<file path="src/hw/rtl/gcrsd_pkg.sv">
package gcrsd_pkg;

   // Sector geometry
   localparam int SECTOR_SIZE     = 256;
   localparam int LOW_BIT_NIBBLES = 86;
   localparam int SLOT_W          = $clog2(LOW_BIT_NIBBLES);

   // Prologue and translate constants
   localparam logic [7:0] PRO_FIRST    = 8'hD5;
   localparam logic [7:0] PRO_SECOND   = 8'hAA;
   localparam logic [7:0] PRO_ADDR_END = 8'h96;
   localparam logic [7:0] PRO_DATA_END = 8'hAD;
   localparam logic [7:0] GCR_BASE     = 8'h96;
   localparam logic [7:0] GCR_INVALID  = 8'hFF;
   localparam int         TAIL_LEN     = 3;

   // Decoder phases
   typedef enum logic [2:0] {
      PH_ADDR_SEARCH = 3'd0,
      PH_ADDR_FIELD  = 3'd1,
      PH_ADDR_TAIL   = 3'd2,
      PH_DATA_SEARCH = 3'd3,
      PH_LOW_BITS    = 3'd4,
      PH_DATA        = 3'd5,
      PH_DATA_TAIL   = 3'd6
   } phase_type;

   // Result kinds
   typedef enum logic [1:0] {
      KIND_DATA      = 2'd0,
      KIND_ADDR      = 2'd1,
      KIND_VOL_ERR   = 2'd2,
      KIND_TRACK_ERR = 2'd3
   } kind_type;

   // 6-and-2 read translate table, indexed by nibble minus 0x96
   localparam logic [7:0] GCR_TABLE [0:105] = '{
      8'h00, 8'h01, 8'hFF, 8'hFF, 8'h02, 8'h03, 8'hFF, 8'h04,
      8'h05, 8'h06, 8'hFF, 8'hFF, 8'hFF, 8'hFF, 8'hFF, 8'hFF,
      8'h07, 8'h08, 8'hFF, 8'hFF, 8'hFF, 8'h09, 8'h0A, 8'h0B,
      8'h0C, 8'h0D, 8'hFF, 8'hFF, 8'h0E, 8'h0F, 8'h10, 8'h11,
      8'h12, 8'h13, 8'hFF, 8'h14, 8'h15, 8'h16, 8'h17, 8'h18,
      8'h19, 8'h1A, 8'hFF, 8'hFF, 8'hFF, 8'hFF, 8'hFF, 8'hFF,
      8'hFF, 8'hFF, 8'hFF, 8'hFF, 8'hFF, 8'h1B, 8'hFF, 8'h1C,
      8'h1D, 8'h1E, 8'hFF, 8'hFF, 8'hFF, 8'h1F, 8'hFF, 8'hFF,
      8'h20, 8'h21, 8'hFF, 8'h22, 8'h23, 8'h24, 8'h25, 8'h26,
      8'h27, 8'h28, 8'hFF, 8'hFF, 8'hFF, 8'hFF, 8'hFF, 8'h29,
      8'h2A, 8'h2B, 8'hFF, 8'h2C, 8'h2D, 8'h2E, 8'h2F, 8'h30,
      8'h31, 8'h32, 8'hFF, 8'hFF, 8'h33, 8'h34, 8'h35, 8'h36,
      8'h37, 8'h38, 8'hFF, 8'h39, 8'h3A, 8'h3B, 8'h3C, 8'h3D,
      8'h3E, 8'h3F
   };

   // Physical to logical sector deinterleave
   localparam logic [3:0] SECTOR_MAP [0:15] = '{
      4'h0, 4'h7, 4'hE, 4'h6, 4'hD, 4'h5, 4'hC, 4'h4,
      4'hB, 4'h3, 4'hA, 4'h2, 4'h9, 4'h1, 4'h8, 4'hF
   };

   // Translate a disk nibble; anything below the table base is invalid
   function automatic logic [7:0] gcr_translate(input logic [7:0] nib);
      logic [7:0] off;
      off = nib - GCR_BASE;
      if (nib < GCR_BASE) begin
         return GCR_INVALID;
      end
      return GCR_TABLE[off[6:0]];
   endfunction

endpackage

</file>
<file path="src/hw/rtl/gcr_sector_nibble_decoder.sv">
// Sector decoder for a 6-and-2 group-coded nibble stream. Each request carries one disk
// nibble in req_tdata and a track-start flag in req_tuser that clears all decoder state,
// including the remembered volume and any halt, before that nibble. The block hunts for
// the address prologue, reports each decoded address field (kind 1), then hunts for the
// data prologue and emits the 256 data bytes of the sector (kind 0) with sector and byte
// index. A volume or track mismatch gives kind 2 or 3 and halts until the next track
// start. One nibble is taken every clock unless the result channel stalls; a nibble passes
// an input register, then one stage of table lookup, XOR chaining and a read-modify-write
// of the 86-entry low-bit store, into the result register. The store's next slot is
// read on the cycle the previous nibble is processed, which keeps its single write port
// and registered read port at one nibble per clock.
module gcr_sector_nibble_decoder
   import gcrsd_pkg::*;
(
   input  logic        clock,
   input  logic        reset,
   // Configuration
   input  logic        csr_wr_en,
   input  logic [5:0]  csr_wr_data,   // expected_track
   // Request channel
   input  logic        req_tvalid,
   output logic        req_tready,
   input  logic [7:0]  req_tdata,     // [7:0] nibble
   input  logic        req_tuser,     // [0] track_start
   // Result channel
   output logic        rsp_tvalid,
   input  logic        rsp_tready,
   output logic [31:0] rsp_tdata,     // [7:0] data_byte, [11:8] sector, [19:12] byte_index,
                                      // [27:20] volume, [28] address_check_ok, [31:29] zero
   output logic [1:0]  rsp_tuser      // [1:0] kind
);

   // Configuration register
   logic [5:0]        exp_track_ff;

   // Input register
   logic              in_valid_ff, in_valid_in;
   logic [7:0]        in_nib_ff;
   logic              in_tstart_ff;

   // Decoder state
   phase_type         phase_ff, phase_in, ph_cur;
   logic [7:0]        count_ff, count_in;
   logic [15:0]       recent_ff, recent_in;
   logic [7:0]        odd_ff, odd_in;
   logic [7:0]        addr_chk_ff, addr_chk_in;
   logic [7:0]        vol_ff, vol_in;
   logic [7:0]        trk_ff, trk_in;
   logic [7:0]        seen_vol_ff, seen_vol_in;
   logic              vol_known_ff, vol_known_in;
   logic [3:0]        sector_ff, sector_in;
   logic [7:0]        acc_ff, acc_in;
   logic [SLOT_W-1:0] slot_ff, slot_in;
   logic              halted_ff, halted_in;

   // Low-bit store
   logic [7:0]        lbs_mem [0:LOW_BIT_NIBBLES-1];
   logic [7:0]        lbs_rd_ff;
   logic              mem_we;
   logic [SLOT_W-1:0] mem_waddr;
   logic [7:0]        mem_wdata;

   // Result register
   logic              rsp_valid_ff, rsp_valid_in;
   logic [31:0]       rsp_tdata_ff, rsp_tdata_in;
   logic [1:0]        rsp_tuser_ff, rsp_tuser_in;

   // Step datapath
   logic              out_free;
   logic              in_load;
   logic              proc_fire;
   logic              emit;
   kind_type          kind;
   logic [7:0]        out_byte;
   logic [7:0]        out_index;
   logic [7:0]        tr;
   logic [7:0]        addr_x;
   logic [1:0]        pair;
   logic              hit;

   // Handshake
   assign out_free    = !rsp_valid_ff || rsp_tready;
   assign proc_fire   = in_valid_ff && out_free;
   assign req_tready  = !in_valid_ff || out_free;
   assign in_load     = req_tvalid && req_tready;
   assign in_valid_in = in_load || (in_valid_ff && !proc_fire);

   assign rsp_tvalid = rsp_valid_ff;
   assign rsp_tdata  = rsp_tdata_ff;
   assign rsp_tuser  = rsp_tuser_ff;

   // Decode one nibble
   always_comb begin
      phase_in     = phase_ff;
      count_in     = count_ff;
      recent_in    = recent_ff;
      odd_in       = odd_ff;
      addr_chk_in  = addr_chk_ff;
      vol_in       = vol_ff;
      trk_in       = trk_ff;
      seen_vol_in  = seen_vol_ff;
      vol_known_in = vol_known_ff;
      sector_in    = sector_ff;
      acc_in       = acc_ff;
      slot_in      = slot_ff;
      halted_in    = halted_ff;
      ph_cur       = phase_ff;
      emit         = 1'b0;
      kind         = KIND_DATA;
      out_byte     = 8'h00;
      out_index    = 8'h00;
      mem_we       = 1'b0;
      mem_waddr    = slot_ff;
      mem_wdata    = 8'h00;
      tr           = gcr_translate(in_nib_ff);
      addr_x       = {odd_ff[6:0], odd_ff[7]} & in_nib_ff;
      pair         = count_ff[2:1];
      hit          = 1'b0;

      if (proc_fire) begin
         // Drop all state on a track start
         if (in_tstart_ff) begin
            phase_in     = PH_ADDR_SEARCH;
            count_in     = 8'h00;
            recent_in    = 16'h0000;
            odd_in       = 8'h00;
            addr_chk_in  = 8'h00;
            vol_in       = 8'h00;
            trk_in       = 8'h00;
            seen_vol_in  = 8'h00;
            vol_known_in = 1'b0;
            sector_in    = 4'h0;
            acc_in       = 8'h00;
            slot_in      = '0;
            halted_in    = 1'b0;
            ph_cur       = PH_ADDR_SEARCH;
         end
         if (!halted_in) begin
            case (ph_cur)
               PH_ADDR_FIELD: begin
                  if (!count_in[0]) begin
                     odd_in   = in_nib_ff;
                     count_in = count_in + 8'd1;
                  end else begin
                     addr_chk_in = addr_chk_in ^ addr_x;
                     if (pair == 2'd0) begin
                        vol_in = addr_x;
                     end else if (pair == 2'd1) begin
                        trk_in = addr_x;
                     end else if (pair == 2'd2) begin
                        sector_in = SECTOR_MAP[addr_x[3:0]];
                     end
                     count_in = count_in + 8'd1;
                     // Check volume, then track, after the check pair
                     if (pair == 2'd3) begin
                        emit = 1'b1;
                        if (vol_known_in && seen_vol_in != vol_in) begin
                           halted_in = 1'b1;
                           kind      = KIND_VOL_ERR;
                        end else begin
                           seen_vol_in  = vol_in;
                           vol_known_in = 1'b1;
                           if (trk_in != {2'b00, exp_track_ff}) begin
                              halted_in = 1'b1;
                              kind      = KIND_TRACK_ERR;
                           end else begin
                              phase_in = PH_ADDR_TAIL;
                              count_in = 8'h00;
                              kind     = KIND_ADDR;
                           end
                        end
                     end
                  end
               end
               PH_ADDR_TAIL, PH_DATA_TAIL: begin
                  if (count_in >= 8'(TAIL_LEN - 1)) begin
                     phase_in  = (ph_cur == PH_ADDR_TAIL) ? PH_DATA_SEARCH : PH_ADDR_SEARCH;
                     count_in  = 8'h00;
                     recent_in = 16'h0000;
                  end else begin
                     count_in = count_in + 8'd1;
                  end
               end
               PH_DATA_SEARCH: begin
                  hit       = (recent_in == {PRO_FIRST, PRO_SECOND}) &&
                              (in_nib_ff == PRO_DATA_END);
                  recent_in = {recent_in[7:0], in_nib_ff};
                  if (hit) begin
                     phase_in = PH_LOW_BITS;
                     count_in = 8'h00;
                     slot_in  = '0;
                     acc_in   = 8'h00;
                  end
               end
               PH_LOW_BITS: begin
                  // Fill the low-bit store with chained values
                  acc_in    = acc_in ^ tr;
                  mem_we    = 1'b1;
                  mem_waddr = slot_in;
                  mem_wdata = acc_in;
                  if (slot_in == SLOT_W'(LOW_BIT_NIBBLES - 1)) begin
                     phase_in = PH_DATA;
                     count_in = 8'h00;
                     slot_in  = '0;
                  end else begin
                     slot_in = slot_in + SLOT_W'(1);
                  end
               end
               PH_DATA: begin
                  // Merge six high bits with two low bits, shift the store entry down
                  acc_in    = acc_in ^ tr;
                  emit      = 1'b1;
                  kind      = KIND_DATA;
                  out_byte  = {acc_in[5:0], lbs_rd_ff[0], lbs_rd_ff[1]};
                  out_index = count_in;
                  mem_we    = 1'b1;
                  mem_waddr = slot_in;
                  mem_wdata = {2'b00, lbs_rd_ff[7:2]};
                  if (slot_in == SLOT_W'(LOW_BIT_NIBBLES - 1)) begin
                     slot_in = '0;
                  end else begin
                     slot_in = slot_in + SLOT_W'(1);
                  end
                  if (count_in == 8'(SECTOR_SIZE - 1)) begin
                     phase_in = PH_DATA_TAIL;
                     count_in = 8'h00;
                  end else begin
                     count_in = count_in + 8'd1;
                  end
               end
               default: begin
                  // Address search; an unused phase code lands here too
                  hit       = (recent_in == {PRO_FIRST, PRO_SECOND}) &&
                              (in_nib_ff == PRO_ADDR_END);
                  recent_in = {recent_in[7:0], in_nib_ff};
                  if (hit) begin
                     phase_in    = PH_ADDR_FIELD;
                     count_in    = 8'h00;
                     addr_chk_in = 8'h00;
                  end
               end
            endcase
         end
      end

      // Result register next value
      if (proc_fire) begin
         rsp_valid_in = emit;
      end else begin
         rsp_valid_in = rsp_valid_ff && !rsp_tready;
      end
      rsp_tdata_in = {3'b000, (addr_chk_in == 8'h00), vol_in, out_index, sector_in, out_byte};
      rsp_tuser_in = kind;
   end

   // Control and state registers
   always_ff @(posedge clock) begin
      if (reset) begin
         exp_track_ff <= 6'd0;
         in_valid_ff  <= 1'b0;
         rsp_valid_ff <= 1'b0;
         phase_ff     <= PH_ADDR_SEARCH;
         count_ff     <= 8'h00;
         recent_ff    <= 16'h0000;
         odd_ff       <= 8'h00;
         addr_chk_ff  <= 8'h00;
         vol_ff       <= 8'h00;
         trk_ff       <= 8'h00;
         seen_vol_ff  <= 8'h00;
         vol_known_ff <= 1'b0;
         sector_ff    <= 4'h0;
         acc_ff       <= 8'h00;
         slot_ff      <= '0;
         halted_ff    <= 1'b0;
      end else begin
         if (csr_wr_en) begin
            exp_track_ff <= csr_wr_data;
         end
         in_valid_ff  <= in_valid_in;
         rsp_valid_ff <= rsp_valid_in;
         phase_ff     <= phase_in;
         count_ff     <= count_in;
         recent_ff    <= recent_in;
         odd_ff       <= odd_in;
         addr_chk_ff  <= addr_chk_in;
         vol_ff       <= vol_in;
         trk_ff       <= trk_in;
         seen_vol_ff  <= seen_vol_in;
         vol_known_ff <= vol_known_in;
         sector_ff    <= sector_in;
         acc_ff       <= acc_in;
         slot_ff      <= slot_in;
         halted_ff    <= halted_in;
      end
   end

   // Payload registers
   always_ff @(posedge clock) begin
      if (in_load) begin
         in_nib_ff    <= req_tdata;
         in_tstart_ff <= req_tuser;
      end
      if (proc_fire && emit) begin
         rsp_tdata_ff <= rsp_tdata_in;
         rsp_tuser_ff <= rsp_tuser_in;
      end
   end

   // Low-bit store: write the current slot, prefetch the next one
   always_ff @(posedge clock) begin
      if (mem_we) begin
         lbs_mem[mem_waddr] <= mem_wdata;
      end
      if (proc_fire) begin
         lbs_rd_ff <= lbs_mem[slot_in];
      end
   end

   // Store slot never leaves the store
   a_slot_range: assert property (@(posedge clock) disable iff (reset)
      slot_ff <= SLOT_W'(LOW_BIT_NIBBLES - 1))
      else $error("low-bit slot out of range");

   // A halt only happens while decoding an address field
   a_halt_phase: assert property (@(posedge clock) disable iff (reset)
      halted_ff |-> phase_ff == PH_ADDR_FIELD)
      else $error("halted outside address field");

   // A halted decoder gives no result unless a track start arrives
   a_halt_quiet: assert property (@(posedge clock) disable iff (reset)
      (proc_fire && halted_ff && !in_tstart_ff) |=> !rsp_tvalid)
      else $error("result while halted");

   // Every nibble of the data phase yields a data byte
   a_data_emit: assert property (@(posedge clock) disable iff (reset)
      (proc_fire && phase_ff == PH_DATA && !in_tstart_ff)
      |=> rsp_tvalid && rsp_tuser == KIND_DATA)
      else $error("data nibble without data byte");

   // Data bytes start at the first slot of the store
   a_data_entry: assert property (@(posedge clock) disable iff (reset)
      (phase_ff == PH_DATA && $past(phase_ff) == PH_LOW_BITS) |-> slot_ff == '0)
      else $error("data phase entered off slot zero");

endmodule

</file>
<file path="config.mk">
export PLATFORM = sky130hd
export DESIGN_NAME = gcr_sector_nibble_decoder
export DESIGN_NICKNAME = d
export VERILOG_FILES = /design/src/hw/rtl/gcrsd_pkg.sv /design/src/hw/rtl/gcr_sector_nibble_decoder.sv
export SDC_FILE = /design/constraint.sdc
export NUM_CORES = 1
export LEC_CHECK = 0
export BUFFER_PORTS_ARGS = -buffer_cell sky130_fd_sc_hd__buf_4
export CAP_MARGIN = 30
export CORE_UTILIZATION = 60
export DETAILED_ROUTE_END_ITERATION = 10
export GPL_TIMING_DRIVEN = 0
export PLACE_DENSITY = 0.77
export SYNTH_ARGS = -nofsm -noshare
export SYNTH_HDL_FRONTEND = slang
export SYNTH_SLANG_ARGS = --single-unit
</file>
<file path="constraint.sdc">
create_clock -name clock -period 9.7 [get_ports clock]
set_input_delay 2.425 -clock clock [delete_from_list [all_inputs] [get_ports clock]]
set_output_delay 2.425 -clock clock [all_outputs]
set_load 0.01 [all_outputs]
</file>
==> impl_metrics.yaml <==
status:
  status: "completed"
hold_path:
  holdCritStartpoint: "odd_ff[0]"
  min_to: "odd_ff[0]"
  hp-class: "reg -> reg"
  whs_path_depth: 2
setup_path:
  crit_fanout: 10
  required_ns: 10.08
  timing.rr.end: "lbs_rd_ff[2]"
  worst_r2r_path_depth: 16
  cp_data_arrival_time_ns: 7.04
  critPathLaunchType: "register"
  end_kind: "register"
  criticalPathCategory: "reg -> reg"
  regToRegStartpoint: "in_nib_ff[1]"
  reg2reg_setup_slack_ns: 3.04
global_route:
  antenna_found_initial: 3
  grt-ovfl-total: 0
  grt_pass1_wl_um: 161000
  grt_max_degree: 50
  groute.usage.overall: 0.369
  grt_pass1_vias: 25400
synth:
  synth_mux_area_frac: 0.0323
  synth.distinct_cells: 91
  synth_warnings: 0
  synth-simple-area-share: 0.167
  synth_seq_cells: 832
  async_flop_share: 0
  synthAdderAreaFrac: 0.00525
  synth_ff_type: "edfxtp_1"
  yosysSeqAreaShare: 0.672
  synth-edff-count: 736
  synth_cells: 2939
  syn_area_per_cell_sq_um: 12.2
  syn_area_sq_um: 35700
  synth_compound_area_frac: 0.0864
  synthXorXnorAreaFrac: 0.00637
  synth_top_family_by_area: "simple AND/OR/NAND/NOR gates"
clocking:
  cts_root_buffer: "clkbuf_16"
  cts_setup_buffers: 0
  cts_sinks: 832
  cts_hold_buf: 0
  clk_pin_slew_worst_paths_ns: 0.06
  cts_tree: "yes"
  cts_resized: 0
  htree_levels: 3
  cts_buffers: 83
  clk_path_buf_depth: 3
  insertion_delay_ns: 0.66
detailed_routing:
  ant_nets: 0
  drtPass1Iterations: 8
  drt-initial-drc-count: 4308
  wl_per_cell_um: 28.2
  drc: 0
  vias: 26648
  drt_wl_total_um: 111000
  via_per_inst: 6.75
sta:
  setup-violations-final: 0
  finalHoldViolCount: 0
  rsz0062_at_grt: "false"
  finalMaxSlewViolations: 0
  tightest_slew_ns: 1.11
  fmax_mhz: 150
  final.min_clock_period_ns: 6.66
  finClkSkew_ns: 0.0304
  finalWorstSetupSlack_ns: 3.04
  max-slew-margin-rel: 0.253
  min_period_over_period: 0.687
die:
  die-width_um: 246
  die_h_um: 246
  ios: 56
  row_count: 89
  start_util: 0.607
  dieArea_sq_um: 60500
  core_sq_um: 58900
final_layout:
  drive_gt1_frac: 0.117
  syn_to_final_growth_pct: 13.3
  fill_cells: 4005
  final_net_count: 3140
  final_cell_mix: "edfxtp_1 (736), nand2_1 (628), nand3_1 (229), nor2_1 (217), a21oi_1 (97)"
  layout_commonest_cell: "edfxtp_1"
  final_area_sq_um: 40500
power_and_ir_drop:
  ir_drop_uv: 189
  leakage_nw: 14.1
  p_per_area_nw_per_um2: 185
placement:
  gp_congestion: 1.05
  placed_area_sq_um: 37600
  place_ws_ns: 3.16
  hpwl_um: 76100
  port_buffers: 50
job:
  maxCapViolCount: 0
-- sequential cells by signal (all words and copies together) (netlist names), 2 cells and up --
name / count
lbs_mem: 688
rsp_tdata: 29
recent_ff: 16
acc_ff: 8
addr_chk_ff: 8
count_ff: 8
in_nib_ff: 8
lbs_rd_ff: 8
odd_ff: 8
seen_vol_ff: 8
trk_ff: 8
vol_ff: 8
slot_ff: 7
exp_track_ff: 6
sector_ff: 4
phase_ff: 3
rsp_tuser: 2
-- power breakdown --
part | total [mW] | switching (mW) | internal [mW]
Clock | 3.39 | 1.41 | 1.99
Combinational | 0.227 | 0.153 | 0.0740
Sequential | 3.86 | 0.0104 | 3.85
Total | 7.48 | 1.57 | 5.91
-- area by class of cell --
type                            count  area [sq um]  area share
Antenna cell                        2          5.00    0.000124
Buffer                            194          1030      0.0254
Clock buffer                      100          2250      0.0557
Clock inverter                     55           614      0.0152
Inverter                           14          52.6     0.00130
Multi-Input combinational cell   1901         10700       0.264
Sequential cell                   832         24000       0.593
Tap cell                          773           967      0.0239
Timing Repair Buffer               79           836      0.0206
-- through the flow --
step | hold slack, ns | setup TNS [ns] | total power, mW | instances | utilization
floorplan | 0.446 | 0 | 4.08 | 2941 | -
global placement | 0.462 | -858.92 | 4.15 | 3764 | 0.629
detailed placement | 0.469 | 0 | 4.16 | 3791 | 0.638
CTS | 0.478 | 0 | 7.46 | 3946 | 0.687
global route | 0.505 | 0 | 7.62 | 3948 | 0.687
finish | 0.477 | 0 | 7.48 | 3950 | 0.687
-- worst max-delay path: stages, from the launching register on --
cell and delay (ns):
edfxtp_1 0.59, clkbuf_1 0.38, inv_1 0.43, ha_1 0.22
buf_2 0.24, and4b_1 0.34, nand2_2 0.09, nor3_1 0.57
o21ai_0 0.46, buf_2 0.37, nor2_1 0.46, clkbuf_1 0.74
a32o_1 0.29, o21ai_0 0.16, nand4_1 0.21, o21ai_0 0.41
o31a_1 0.42
-- metal layers --
metal / wire, um / track usage
met5: 28 / 0
met1: 38400 / 0.462
met3: 15200 / 0.113
met2: 50200 / 0.568
met4: 7500 / 0.214
-- worst max path at each step --
stage | slack [ns] | from | cells past startpoint | end
global route | 3.01 | in_nib_ff[1] | 16 | lbs_rd_ff[2]
finish | 3.04 | in_nib_ff[1] | 16 | lbs_rd_ff[2]
floorplan | 1.95 | rsp_tready | 5 | lbs_mem[0][2]
detailed placement | 3.16 | rsp_tready | 14 | lbs_rd_ff[2]
CTS | 3.52 | in_nib_ff[1] | 16 | lbs_rd_ff[2]
global placement | -3.89 | in_nib_ff[1] | 12 | lbs_mem[0][2]
-- cell usage after synthesis, types with 20 or more instances --
library cell	n	area (sq um)
nand4_1	34	213
o21ai_0	68	340
nor2b_1	22	138
edfxtp_1	736	22100
and2_1	34	213
nand2b_1	27	169
mux2i_1	83	831
nor2_1	221	830
buf_2	64	320
a31oi_1	47	294
and3_1	30	188
nand2_1	628	2360
a21oi_1	98	490
buf_4	26	195
nand3_1	229	1150
a311oi_1	28	245
clkbuf_1	82	308
a211oi_1	20	150
a22oi_1	31	233
a32oi_1	28	245
nor3_1	38	190
dfxtp_1	96	1920
-- cells by family after synthesis --
| group | Yosys count |
|---|---|
| buffers and inverters | 208 |
| other | 1 |
| flip-flops | 832 |
| XOR/XNOR | 26 |
| multiplexers | 97 |
| adder cells (fa/ha/maj) | 15 |
| AO/OA/AOI/OAI | 438 |
| AND/OR/NAND/NOR | 1322 |
Power figures use the tool's default switching activity.
